<file path="src/rtl/core/assert_macros.svh">
// ----------------------------------------------------------------------------
// Assertion macros
// Concurrent assertion wrappers used by the RTL; empty for synthesis.
// ----------------------------------------------------------------------------
`ifndef ASSERT_MACROS_SVH
`define ASSERT_MACROS_SVH
`ifndef SYNTHESIS
// Check a property on every rising clock edge outside reset.
`define ASSERT_CLK(name, clk, rstn, prop, msg) \
    name: assert property (@(posedge clk) disable iff (!(rstn)) (prop)) else $error(msg);
// Check a property on every rising clock edge, reset included.
`define ASSERT_ALWAYS(name, clk, prop, msg) \
    name: assert property (@(posedge clk) (prop)) else $error(msg);
`else
`define ASSERT_CLK(name, clk, rstn, prop, msg)
`define ASSERT_ALWAYS(name, clk, prop, msg)
`endif
`endif

</file>
<file path="src/rtl/core/gcs_pkg.sv">
// ----------------------------------------------------------------------------
// Gray contrast stretch package
// Shared constants for the fixed-point to 8-bit gray converter.
// ----------------------------------------------------------------------------
package gcs_pkg;

    localparam int VALUE_BITS_DEF = 24;   // Q15.8 pixel word
    localparam int FRAC_BITS      = 8;    // fraction bits of a pixel
    localparam int GRAY_BITS      = 8;
    localparam int GRAY_MAX       = 255;
    localparam int ONE_FIXED      = 256;  // 1.0, divisor of a flat frame

    localparam logic OP_MEASURE = 1'b0;
    localparam logic OP_CONVERT = 1'b1;

endpackage

</file>
<file path="src/rtl/core/gray_contrast_stretch_to_byte.sv">
// ----------------------------------------------------------------------------
// Gray contrast stretch to byte
// Min/max contrast stretch of signed fixed-point gray pixels to 8-bit gray.
// ----------------------------------------------------------------------------
// Each frame is sent twice. Measure beats (operation 0) update the running
// minimum and maximum, restarted by a beat flagged first_of_frame, and give no
// output beat; they pass through EXEC and return to idle. Convert beats
// (operation 1) give one gray byte each. In clip mode (scale_mode 0) the
// integer part of the pixel is clamped to 0..255 in EXEC, and the byte is
// loaded into the output register from HOLD once that register is free.
// In scale mode (scale_mode 1, the reset value) the byte is
// floor((v - min) * 255 / (max - min)), saturated to 0..255, with a divisor of
// 1.0 when max equals min. Pixels with v - min negative or not below the
// divisor saturate in PREP; the rest go through a radix-2 restoring divider
// that retires one quotient bit per cycle, in 8 divider iterations after the
// EXEC and PREP setup steps, before the output load in HOLD. The block holds
// one pixel at a time, so the divider sets the scale-mode convert rate. The
// next input beat is taken while a finished byte still waits on m_ready.
// Write scale_mode through the cfg channel only while the block is idle.
// ----------------------------------------------------------------------------
module gray_contrast_stretch_to_byte #(
    parameter int VALUE_BITS = gcs_pkg::VALUE_BITS_DEF
) (
    input  logic                                  aclk,
    input  logic                                  aresetn,
    // pixel input channel
    input  logic                                  s_valid,
    output logic                                  s_ready,
    input  logic                                  s_operation,
    input  logic                                  s_first_of_frame,
    input  logic signed [VALUE_BITS-1:0]          s_pixel_value,
    // gray output channel
    output logic                                  m_valid,
    input  logic                                  m_ready,
    output logic        [gcs_pkg::GRAY_BITS-1:0]  m_gray,
    // configuration write channel
    input  logic                                  cfg_valid,
    output logic                                  cfg_ready,
    input  logic                                  cfg_data
);
    import gcs_pkg::*;

    `include "assert_macros.svh"

    // Difference width: one bit more than a pixel so v - min never overflows.
    localparam int DW = VALUE_BITS + 1;
    // Width for the clip compare; always wide enough to hold 255.
    localparam int EW = VALUE_BITS + 2;
    localparam int PW = DW + GRAY_BITS;

    localparam logic [2:0] ST_IDLE = 3'd0;
    localparam logic [2:0] ST_EXEC = 3'd1;
    localparam logic [2:0] ST_PREP = 3'd2;
    localparam logic [2:0] ST_DIV  = 3'd3;
    localparam logic [2:0] ST_HOLD = 3'd4;

    localparam logic [GRAY_BITS-1:0] GRAY_FULL = GRAY_BITS'(GRAY_MAX);

    // control
    logic [2:0]                  state_reg, state_next;
    logic [2:0]                  cnt_reg, cnt_next;
    logic                        m_valid_reg, m_valid_next;
    logic                        scale_mode_reg, scale_mode_next;
    logic signed [VALUE_BITS-1:0] min_reg, min_next;
    logic signed [VALUE_BITS-1:0] max_reg, max_next;
    // payload
    logic                        op_reg, op_next;
    logic                        first_reg, first_next;
    logic signed [VALUE_BITS-1:0] v_reg, v_next;
    logic signed [DW-1:0]        num_reg, num_next;
    logic        [DW-1:0]        den_reg, den_next;
    logic        [DW-1:0]        rem_reg, rem_next;
    logic        [GRAY_BITS-1:0] nlo_reg, nlo_next;
    logic        [GRAY_BITS-1:0] quot_reg, quot_next;
    logic        [GRAY_BITS-1:0] m_gray_reg, m_gray_next;

    logic                        s_take;
    logic                        out_free;
    logic signed [DW-1:0]        diff_w;
    logic signed [DW-1:0]        num_w;
    logic        [EW-1:0]        ip_w;
    logic        [PW-1:0]        prod_w;
    logic        [DW:0]          trial_w;
    logic                        ge_w;

    assign s_ready   = (state_reg == ST_IDLE);
    assign s_take    = s_valid && s_ready;
    assign out_free  = !m_valid_reg || m_ready;
    assign cfg_ready = 1'b1;
    assign m_valid   = m_valid_reg;
    assign m_gray    = m_gray_reg;

    // Datapath terms shared by the states.
    always_comb begin
        num_w   = $signed({v_reg[VALUE_BITS-1], v_reg}) -
                  $signed({min_reg[VALUE_BITS-1], min_reg});
        diff_w  = $signed({max_reg[VALUE_BITS-1], max_reg}) -
                  $signed({min_reg[VALUE_BITS-1], min_reg});
        ip_w    = EW'(v_reg[VALUE_BITS-1:FRAC_BITS]);
        // num * 255 as (num << 8) - num
        prod_w  = {num_reg, {GRAY_BITS{1'b0}}} - PW'($unsigned(num_reg));
        trial_w = {rem_reg, nlo_reg[GRAY_BITS-1]};
        ge_w    = (trial_w >= {1'b0, den_reg});
    end

    always_comb begin
        state_next      = state_reg;
        cnt_next        = cnt_reg;
        m_valid_next    = m_valid_reg;
        scale_mode_next = scale_mode_reg;
        min_next        = min_reg;
        max_next        = max_reg;
        op_next         = op_reg;
        first_next      = first_reg;
        v_next          = v_reg;
        num_next        = num_reg;
        den_next        = den_reg;
        rem_next        = rem_reg;
        nlo_next        = nlo_reg;
        quot_next       = quot_reg;
        m_gray_next     = m_gray_reg;

        if (cfg_valid && cfg_ready) begin
            scale_mode_next = cfg_data;
        end

        // Drop the output beat once taken; a new load below overrides.
        if (m_valid_reg && m_ready) begin
            m_valid_next = 1'b0;
        end

        case (state_reg)
            ST_IDLE: begin
                if (s_take) begin
                    op_next    = s_operation;
                    first_next = s_first_of_frame;
                    v_next     = s_pixel_value;
                    state_next = ST_EXEC;
                end
            end
            ST_EXEC: begin
                if (op_reg == OP_MEASURE) begin
                    // Restart or widen the measured range.
                    if (first_reg) begin
                        min_next = v_reg;
                        max_next = v_reg;
                    end else begin
                        if (v_reg < min_reg) begin
                            min_next = v_reg;
                        end
                        if (v_reg > max_reg) begin
                            max_next = v_reg;
                        end
                    end
                    state_next = ST_IDLE;
                end else if (!scale_mode_reg) begin
                    // Clip: negative gives 0, large integer part gives 255.
                    if (v_reg[VALUE_BITS-1]) begin
                        quot_next = '0;
                    end else if (ip_w > EW'(GRAY_MAX)) begin
                        quot_next = GRAY_FULL;
                    end else begin
                        quot_next = ip_w[GRAY_BITS-1:0];
                    end
                    state_next = ST_HOLD;
                end else begin
                    num_next   = num_w;
                    den_next   = (max_reg > min_reg) ? $unsigned(diff_w) : DW'(ONE_FIXED);
                    state_next = ST_PREP;
                end
            end
            ST_PREP: begin
                if (num_reg[DW-1]) begin
                    quot_next  = '0;
                    state_next = ST_HOLD;
                end else if ($unsigned(num_reg) >= den_reg) begin
                    quot_next  = GRAY_FULL;
                    state_next = ST_HOLD;
                end else begin
                    // num < den, so prod >> 8 is already below the divisor.
                    rem_next   = prod_w[PW-1:GRAY_BITS];
                    nlo_next   = prod_w[GRAY_BITS-1:0];
                    quot_next  = '0;
                    cnt_next   = 3'(GRAY_BITS - 1);
                    state_next = ST_DIV;
                end
            end
            ST_DIV: begin
                // One restoring step: shift in a dividend bit, subtract if it fits.
                rem_next  = ge_w ? DW'(trial_w - {1'b0, den_reg}) : trial_w[DW-1:0];
                nlo_next  = {nlo_reg[GRAY_BITS-2:0], 1'b0};
                quot_next = {quot_reg[GRAY_BITS-2:0], ge_w};
                cnt_next  = cnt_reg - 3'd1;
                if (cnt_reg == 3'd0) begin
                    state_next = ST_HOLD;
                end
            end
            ST_HOLD: begin
                if (out_free) begin
                    m_gray_next  = quot_reg;
                    m_valid_next = 1'b1;
                    state_next   = ST_IDLE;
                end
            end
            default: begin
                state_next = ST_IDLE;
            end
        endcase
    end

    always_ff @(posedge aclk) begin
        if (!aresetn) begin
            state_reg      <= ST_IDLE;
            cnt_reg        <= '0;
            m_valid_reg    <= 1'b0;
            scale_mode_reg <= 1'b1;
            min_reg        <= '0;
            max_reg        <= '0;
        end else begin
            state_reg      <= state_next;
            cnt_reg        <= cnt_next;
            m_valid_reg    <= m_valid_next;
            scale_mode_reg <= scale_mode_next;
            min_reg        <= min_next;
            max_reg        <= max_next;
        end
    end

    always_ff @(posedge aclk) begin
        op_reg     <= op_next;
        first_reg  <= first_next;
        v_reg      <= v_next;
        num_reg    <= num_next;
        den_reg    <= den_next;
        rem_reg    <= rem_next;
        nlo_reg    <= nlo_next;
        quot_reg   <= quot_next;
        m_gray_reg <= m_gray_next;
    end

    `ASSERT_CLK(a_range_ordered, aclk, aresetn,
        min_reg <= max_reg,
        "measured min above max")
    `ASSERT_CLK(a_rem_below_den, aclk, aresetn,
        (state_reg != ST_DIV) || (rem_reg < den_reg),
        "divider remainder not below divisor")
    `ASSERT_CLK(a_div_quot_range, aclk, aresetn,
        (state_reg == ST_DIV && cnt_reg == 3'd0) |=> (quot_reg != GRAY_FULL),
        "divided quotient reached saturation value")
    `ASSERT_CLK(a_measure_returns, aclk, aresetn,
        (state_reg == ST_EXEC && op_reg == OP_MEASURE) |=> (state_reg == ST_IDLE),
        "measure beat did not return to idle")

endmodule

</file>
<file path="config.mk">
export PLATFORM = sky130hd
export DESIGN_NAME = gray_contrast_stretch_to_byte
export DESIGN_NICKNAME = d
export VERILOG_FILES = /design/src/rtl/core/gcs_pkg.sv /design/src/rtl/core/gray_contrast_stretch_to_byte.sv
export VERILOG_INCLUDE_DIRS = /design/src /design/src/rtl/core
export SDC_FILE = /design/constraint.sdc
export NUM_CORES = 1
export LEC_CHECK = 0
export BUFFER_PORTS_ARGS = -buffer_cell sky130_fd_sc_hd__buf_2
export CORE_AREA = 5 5 216 218
export DETAILED_ROUTE_END_ITERATION = 16
export DIE_AREA = 0 0 221 223
export GPL_ROUTABILITY_DRIVEN = 1
export GPL_TIMING_DRIVEN = 0
export PLACE_DENSITY = 0.5
export SLEW_MARGIN = 30
export SYNTH_ARGS = -nofsm -noshare
export SYNTH_HDL_FRONTEND = slang
export SYNTH_SLANG_ARGS = --single-unit
</file>
<file path="constraint.sdc">
create_clock -name aclk -period 9.7 [get_ports aclk]
set_input_delay 0 -clock aclk [delete_from_list [all_inputs] [get_ports aclk]]
set_output_delay 0 -clock aclk [all_outputs]
set_load 0.05 [all_outputs]
</file>
==> metrics.sh, run 1 <==
OUTCOME='finished clean'
LEAKAGE_POWER_nW=5.86
MAXSLEWHEADROOM_PCT=48.0
POWER_PER_CELL_AREA_nW_PER_UM2=138
VIASPERCELL=4.80
WORST_SETUP_HOLD_PATH_CLK_SLEW_NS=0.07
POST-ROUTE-DRC-COUNT=0
SYNTH_LARGEST_AREA_CELL='edfxtp_1'
CTS-BUFFERS-INSERTED=17
SYNTH_TOP_FAMILY_BY_AREA='compound AO/OA/AOI/OAI gates'
DRT-TOTAL-WL_UM=34300
DESIGN.FINAL.NETS=1670
WORST_PATH_MAX_FANOUT=34
WORSTREG2REGSTART='num_reg[0]'
DETAILED_PLACE.AREA_UM2=14100
YOSYS.AREA_SHARE.SIMPLE_PCT=15.1
SYNTHMOSTINSTANTIATEDCELL='ha_1'
ANTENNA_CELLS=0
CP-END-KIND='flip-flop'
FIN_SKEW_NS=0.00851
TIMING.RR.END='nlo_reg[6]'
PATH_CLASS='flip-flop to flip-flop'
SYN_NETS=1575
POST_SYNTH_INSTANCE_AREA_UM2=13100
ANTENNA_LEFT=0
PEAK_VDD_IR_V=0.000115
POST-ROUTE-MIN-PERIOD_NS=4.16
FINAL.PERIOD_UTILIZATION_PCT=42.9
COMPOUND_GATE_PORTION_OF_THE_SYNTHESIZED_AREA_PCT=18.3
YOSYS_WARNINGS=0
MAX-CLOCK-PATH-BUFFERS=2
TRITONCTS='yes'
MAXSLEWVIOLCOUNT=0
SYNTHADDERAREAFRAC_PCT=14.2
FINAL_LAYOUT_SIZE_SUFFIX_GT1_SHARE_PCT=7.38
WORST-ENDPOINT-REQUIRED_NS=9.77
FMAXACHIEVABLE_GHz=0.241
POST_SYNTH_MAIN_AREA_CONTRIBUTORS='edfxtp_1 (29%), ha_1 (14%), dfxtp_1 (8.6%)'
RSZ0062_AT_GRT='no'
TOTAL_GLOBAL_ROUTE_TRACK_USAGE_PCT=13.8
WORSTSKEWPAIRLATENCY_NS=0.44
DIE-WIDTH_UM=221
DIE_AREA_UM2=49300
CRITICAL_PATH.ENDPOINT='nlo_reg[6]'
CTS_ROOT_BUF='clkbuf_16'
REPORT.FINAL.SETUP_VIOL=0
SYNTH_TOP_AREA_SHARE_PCT=28.6
ANTENNA_VIOLATIONS_BEFORE_REPAIR=0
WL_PER_CELL_UM=16.3
FIRST_GLOBAL_VIAS=10100
REG2REG_PATH_DEPTH=12
CTS.SINKS=181
NUM-FILL-CELLS=4702
DRT_ITER0_MARKERS=538
SYNTHARSTFLOPSHARE_PCT=0
PRIMARY_FLIP_FLOP_CELL_CHOSEN_BY_SYNTHESIS_MAPPING='edfxtp_1'
CTS_MAX_LEVEL=4
HPWLAFTERDP_UM=27600
IO-PIN-COUNT=43
CRIT_PATH_START_KIND='flip-flop'
FIRST_PASS_ITERS=5
FLOORPLAN.ROWS=78
GP_CONGESTION=0.873
AREA_OF_THE_CORE_UM2=44700
HOLD_VIOL_FINAL=0
START_UTIL_PCT=29.3
MUXSHAREOFSYNTHAREA_PCT=4.43
WORSTHOLDPATHTYPE='input port to flip-flop'
MAX-CAP-VIOLATIONS=0
SETUP.REG_TO_REG.WORST_SLACK_NS=5.54
NUMBER_OF_ENABLE_FLIP_FLOP_CELLS_AFTER_SYNTHESIS=125
GRT_OVERFLOW=0
SYNTH.YOSYS.SEQ_AREA_SHARE_PCT=37.2
SETUP-TNS-FINAL_NS=0
WIRE_LENGTH_OF_THE_FIRST_GLOBAL_ROUTING_PASS_UM=54600
ARRIVAL_NS=4.23
SYN_INST=1396
OVERALL_VIA_COUNT_FROM_DETAIL_ROUTE=10100
MEAN_AREA_PER_SYNTHESIZED_CELL_UM2=9.39
GRT_MAX_DEGREE=35
CRITICAL_PATH.STARTPOINT='num_reg[0]'
AREA.GROWTH.SYNTH_TO_FINAL_PCT=14.1
WORST_PIN_SLEW_NS=0.780
IO_BUFFERS=40
DIEHEIGHT_UM=223
SYNTH_COMMON_CELLS='ha_1 (144), inv_1 (136), edfxtp_1 (125), nor2_1 (96), nand2_1 (94)'
FINAL_DESIGN_AREA_NO_FILL_UM2=15000
POST-CTS-SETUP-BUFFER-COUNT=0
HOLD_STARTPOINT='aresetn'
SYNTHXORXNORAREAFRAC_PCT=5.48
SYNTH_CELL_TYPE_COUNT=76
YS_SEQ_ELEMENTS=181
==> repair_timing <==
| action | 4_1_cts | 5_1_grt |
|---|---|---|
| endpoints found under the hold margin | 39 | 0 |
| hold buffers | 30 | 0 |
| resized for setup | 0 | 0 |
==> layout by cell type, fill, tap and decap left out, types with 4 or more instances in the layout <==
master and count:
o31ai_1 5, ha_1 144, mux2i_1 58, or3_1 5, clkinv_2 4, nor4_1 9, dlygate4sd3_1 30, xor2_1 31
dfxtp_1 56, buf_4 8, buf_2 47, nand2_1 94, and3_1 5, o31a_1 4, o21a_1 20, nand3_1 18
o21ai_0 85, nor2_1 96, o21bai_1 8, clkbuf_1 28, o41ai_1 4, nor2b_1 66, xnor2_1 51, a31oi_1 10
clkbuf_16 17, nand4_1 19, inv_1 136, nor3_1 28, a21o_1 49, and2_1 13, edfxtp_1 125, a21oi_1 89
a21boi_0 4, a211oi_1 10, nor3b_1 7, or2_2 6, o211ai_1 26, nand2b_1 15
==> where the power goes <==
part / switching, mW / internal, mW
clock network: 0.301 / 0.360
logic: 0.293 / 0.211
registers: 0.0299 / 0.875
==> metrics by stage <==
| step | std cells | util, % | hold WS (ns) | setup slack [ns] | total power, mW |
|---|---|---|---|---|---|
| floorplan | 1396 | - | 0.0989 | 5.10 | 1.28 |
| global placement | 2036 | 31.4 | 0.176 | 3.62 | 1.41 |
| detailed placement | 2042 | 31.6 | 0.178 | 5.56 | 1.42 |
| CTS | 2104 | 33.5 | 0.0255 | 5.55 | 2.09 |
| global route | 2104 | 33.5 | 0.0347 | 5.27 | 2.19 |
| finish | 2104 | 33.5 | 0.00841 | 5.54 | 2.07 |
==> logic make-up after synthesis <==
logic type,count (synthesis)
DFF,181
muxes,58
xor gates and xnor gates,82
other,1
AOI/OAI and AO/OA,360
buffers and inverters,174
adders and majority gates,147
and+or+nand+nor,393
==> layer usage <==
| layer | wire length [um] | track usage (%) | up-vias |
|---|---|---|---|
| li1 | - | - | 5217 |
| met1 | 15800 | 17.2 | 4656 |
| met2 | 16300 | 23.8 | 154 |
| met3 | 760 | 1.83 | 62 |
| met4 | 1470 | 6.40 | 0 |
| met5 | 0 | 0 | - |
==> cell type report <==
class	count	area [um2]	share of cell area, %
inverter	136	510	3.41
tap	600	751	5.02
buffer	38	186	1.25
multi-input combinational	1041	7540	50.4
clock inverter	12	104	0.694
timing repair buffer	76	546	3.65
sequential	181	4870	32.6
clock buffer	20	447	2.99
==> how the worst min path moves through the flow <==
stage	end	slack (ns)	cells past startpoint
floorplan	first_reg	0.1	0
global placement	v_reg[3]	0.18	1
detailed placement	v_reg[17]	0.18	1
CTS	max_reg[17]	0.03	2
global route	max_reg[17]	0.03	2
finish	max_reg[17]	0.008	2
==> worst max-delay path, stage by stage (launching register included) <==
cell	delay (ns)
edfxtp_1	0.46
inv_1	0.14
ha_1	0.23
nand2b_1	0.14
a21o_1	0.18
a21oi_1	0.17
o21a_1	0.16
o211ai_1	0.14
a31oi_1	0.32
o221a_2	0.24
clkbuf_1	0.34
nor2b_1	0.52
or2_2	0.72
Power figures use the tool's default switching activity.
==> run 2: changes to the inputs <==
- clock period: 9.7 -> 4.15 ns (I/O delays scaled with it)
==> metrics.sh, run 2 (same netlist as run 1, synthesis figures left out) <==
FMAXACHIEVABLE_GHz=0.258  # was 0.241 GHz
WL_PER_CELL_UM=16.0  # was 16.3 um
MAXSLEWHEADROOM_PCT=51.0  # was 48.0%
IO_BUFFERS=40  # unchanged
TRITONCTS='yes'  # unchanged
MET3WIRELENGTH_UM=690  # was 760 um
WORSTSKEWPAIRLATENCY_NS=0.45  # was 0.44 ns
CTS_ROOT_BUF='clkbuf_16'  # unchanged
POST-ROUTE-DRC-COUNT=0  # unchanged
POWER_PER_CELL_AREA_nW_PER_UM2=325  # was 138 nW/um2
DIE_AREA_UM2=49300  # unchanged
AREA.GROWTH.SYNTH_TO_FINAL_PCT=14.4  # was 14.1%
LEAKAGE_POWER_nW=5.85  # was 5.86 nW
WORST-ENDPOINT-REQUIRED_NS=4.24  # was 9.77 ns
RSZ0062_AT_GRT='no'  # unchanged
DIE-WIDTH_UM=221  # unchanged
CTS.SINKS=181  # unchanged
GRT_OVERFLOW=0  # unchanged
OUTCOME='finished clean'  # unchanged
FIRST_PASS_ITERS=5  # unchanged
ARRIVAL_NS=3.97  # was 4.23 ns
FINAL.PERIOD_UTILIZATION_PCT=93.4  # was 42.9%
M1WIRELENGTH_UM=15600  # was 15800 um
GRT_MAX_DEGREE=35  # unchanged
IO-PIN-COUNT=43  # unchanged
WORST_PIN_SLEW_NS=0.733  # was 0.780 ns
MAX-CAP-VIOLATIONS=0  # unchanged
HOLD_WS_NS=0.0119  # was 0.00841 ns
AREA_OF_THE_CORE_UM2=44700  # unchanged
MAXSLEWVIOLCOUNT=0  # unchanged
PLACEDCELLCOUNT=2040  # was 2042
HOLD_VIOL_FINAL=0  # unchanged
LAYOUTNONFILLERINSTCOUNT=2102  # was 2104
ROUTED.TOP_LAYER='met4'  # unchanged
TIMING.CRITICAL_PATH.SLOWEST_CELL_DELAY_NS=0.51  # was 0.72 ns
CTS-BUFFERS-INSERTED=17  # unchanged
FIRST_GLOBAL_VIAS=10000  # was 10100
PATH_CLASS='flip-flop to flip-flop'  # unchanged
WORST_SETUP_HOLD_PATH_CLK_SLEW_NS=0.07  # about the same
MAX-CLOCK-PATH-BUFFERS=2  # unchanged
DIEHEIGHT_UM=223  # unchanged
POST-ROUTE-MIN-PERIOD_NS=3.88  # was 4.16 ns
FINAL_LAYOUT_SIZE_SUFFIX_GT1_SHARE_PCT=7.46  # was 7.38%
DRT_ITER0_MARKERS=509  # was 538
FINAL_DESIGN_AREA_NO_FILL_UM2=15000  # about the same
DETAILED_PLACE.AREA_UM2=14100  # about the same
VIASPERCELL=4.77  # was 4.80
WORST_PATH_MAX_DELAY_CELL='or2_4'  # was or2_2
WORSTHOLDPATHTYPE='input port to flip-flop'  # unchanged
MOSTFREQUENTLAYOUTCELL='ha_1'  # unchanged
TOTAL_GLOBAL_ROUTE_TRACK_USAGE_PCT=13.5  # was 13.8%
GP_CONGESTION=0.847  # was 0.873
CRIT_CHAIN='inv_1 -> ha_1 -> nand2b_1 -> a21o_1 -> a21oi_1 -> o21a_1 -> o211ai_1 -> a31oi_1 -> o221a_2 -> clkbuf_1 -> nor2b_1 -> or2_4'  # was inv_1 -> ha_1 -> nand2b_1 -> a21o_1 -> a21oi_1 -> o21a_1 -> o211ai_1 -> a31oi_1 -> o221a_2 -> clkbuf_1 -> nor2b_1 -> or2_2
POST-CTS-SETUP-BUFFER-COUNT=0  # unchanged
HPWLAFTERDP_UM=27500  # was 27600 um
NUM-FILL-CELLS=4691  # was 4702
CRIT_PATH_START_KIND='flip-flop'  # unchanged
CP-END-KIND='flip-flop'  # unchanged
ANTENNA_LEFT=0  # unchanged
WORST_PATH_MAX_FANOUT=34  # unchanged
START_UTIL_PCT=29.3  # unchanged
PEAK_VDD_IR_V=0.000280  # was 0.000115 V
SETUP-TNS-FINAL_NS=0  # unchanged
OVERALL_VIA_COUNT_FROM_DETAIL_ROUTE=10000  # was 10100
ANTENNA_CELLS=0  # unchanged
DESIGN.FINAL.NETS=1668  # was 1670
REPORT.FINAL.SETUP_VIOL=0  # unchanged
FLOORPLAN.ROWS=78  # unchanged
TIMING.FINAL.WS_SETUP_NS=0.273  # was 5.54 ns
WIRE_LENGTH_OF_THE_FIRST_GLOBAL_ROUTING_PASS_UM=53200  # was 54600 um
WL_MET2_UM=15800  # was 16300 um
ANTENNA_VIOLATIONS_BEFORE_REPAIR=0  # unchanged
MOST-COMMON-LAYOUT-CELLS='ha_1 (144), inv_1 (136), edfxtp_1 (125)'  # unchanged
FIN_SKEW_NS=0.0119  # was 0.00851 ns
DRT-TOTAL-WL_UM=33700  # was 34300 um
CTS_MAX_LEVEL=4  # unchanged
DP_WORST_SETUP_SLACK_NS=0.0324  # was 5.56 ns
==> run 2: area by class of cell <==
class | count | area [um2] | share of cell area [%]
Sequential cell | 181 | 4870 | 32.5
Tap cell | 600 | 751 | 5.01
Clock inverter | 15 | 148 | 0.985
Inverter | 136 | 510 | 3.41
Clock buffer | 17 | 425 | 2.84
Buffer | 38 | 186 | 1.24
Multi-Input combinational cell | 1041 | 7550 | 50.4
Timing Repair Buffer | 74 | 546 | 3.64
==> run 2: routing by layer <==
metal	track usage [%]	up-vias
met1	16.9	4615
li1	-	5217
met2	23.0	130
met5	0	-
met3	1.63	57
met4	7.08	0
==> run 2: where the power goes <==
part	switching (mW)	leakage [nW]	internal (mW)
combinational	0.682	3.97	0.493
sequential	0.0697	1.61	2.04
clock	0.739	0.275	0.840
==> run 2: final timing paths <==
| kind | start | end | slack, ns | depth (start not counted) |
|---|---|---|---|---|
| max | num_reg[0] | rem_reg[4] | 0.27 | 12 |
| min | aresetn | max_reg[19] | 0.01 | 2 |
| max reg2reg | num_reg[0] | rem_reg[4] | 0.27 | 12 |
| min reg2reg | quot_reg[7] | m_gray[7] | 0.43 | 0 |
==> run 2: critical path: cells and delay by family (launching register included) <==
kind                       cells  cell delay, ns
DFF                            1            0.46
and+or+nand+nor                3            1.15
AOI/OAI and AO/OA              6            1.19
buffers and inverters          2            0.49
adders and majority gates      1            0.23
==> run 2: per-stage QoR <==
| step | total power [mW] | util [%] |
|---|---|---|
| floorplan | 2.99 | - |
| global placement | 3.30 | 31.5 |
| detailed placement | 3.31 | 31.6 |
| CTS | 4.92 | 33.5 |
| global route | 5.14 | 33.5 |
| finish | 4.87 | 33.5 |
==> run 2: timing repair <==
action / 4_1_cts / 5_1_grt
endpoints found under the setup margin: 0 / 34
endpoints found under the hold margin: 39 / 0
hold buffers: 30 / 0
gates resized for setup: 0 / 1
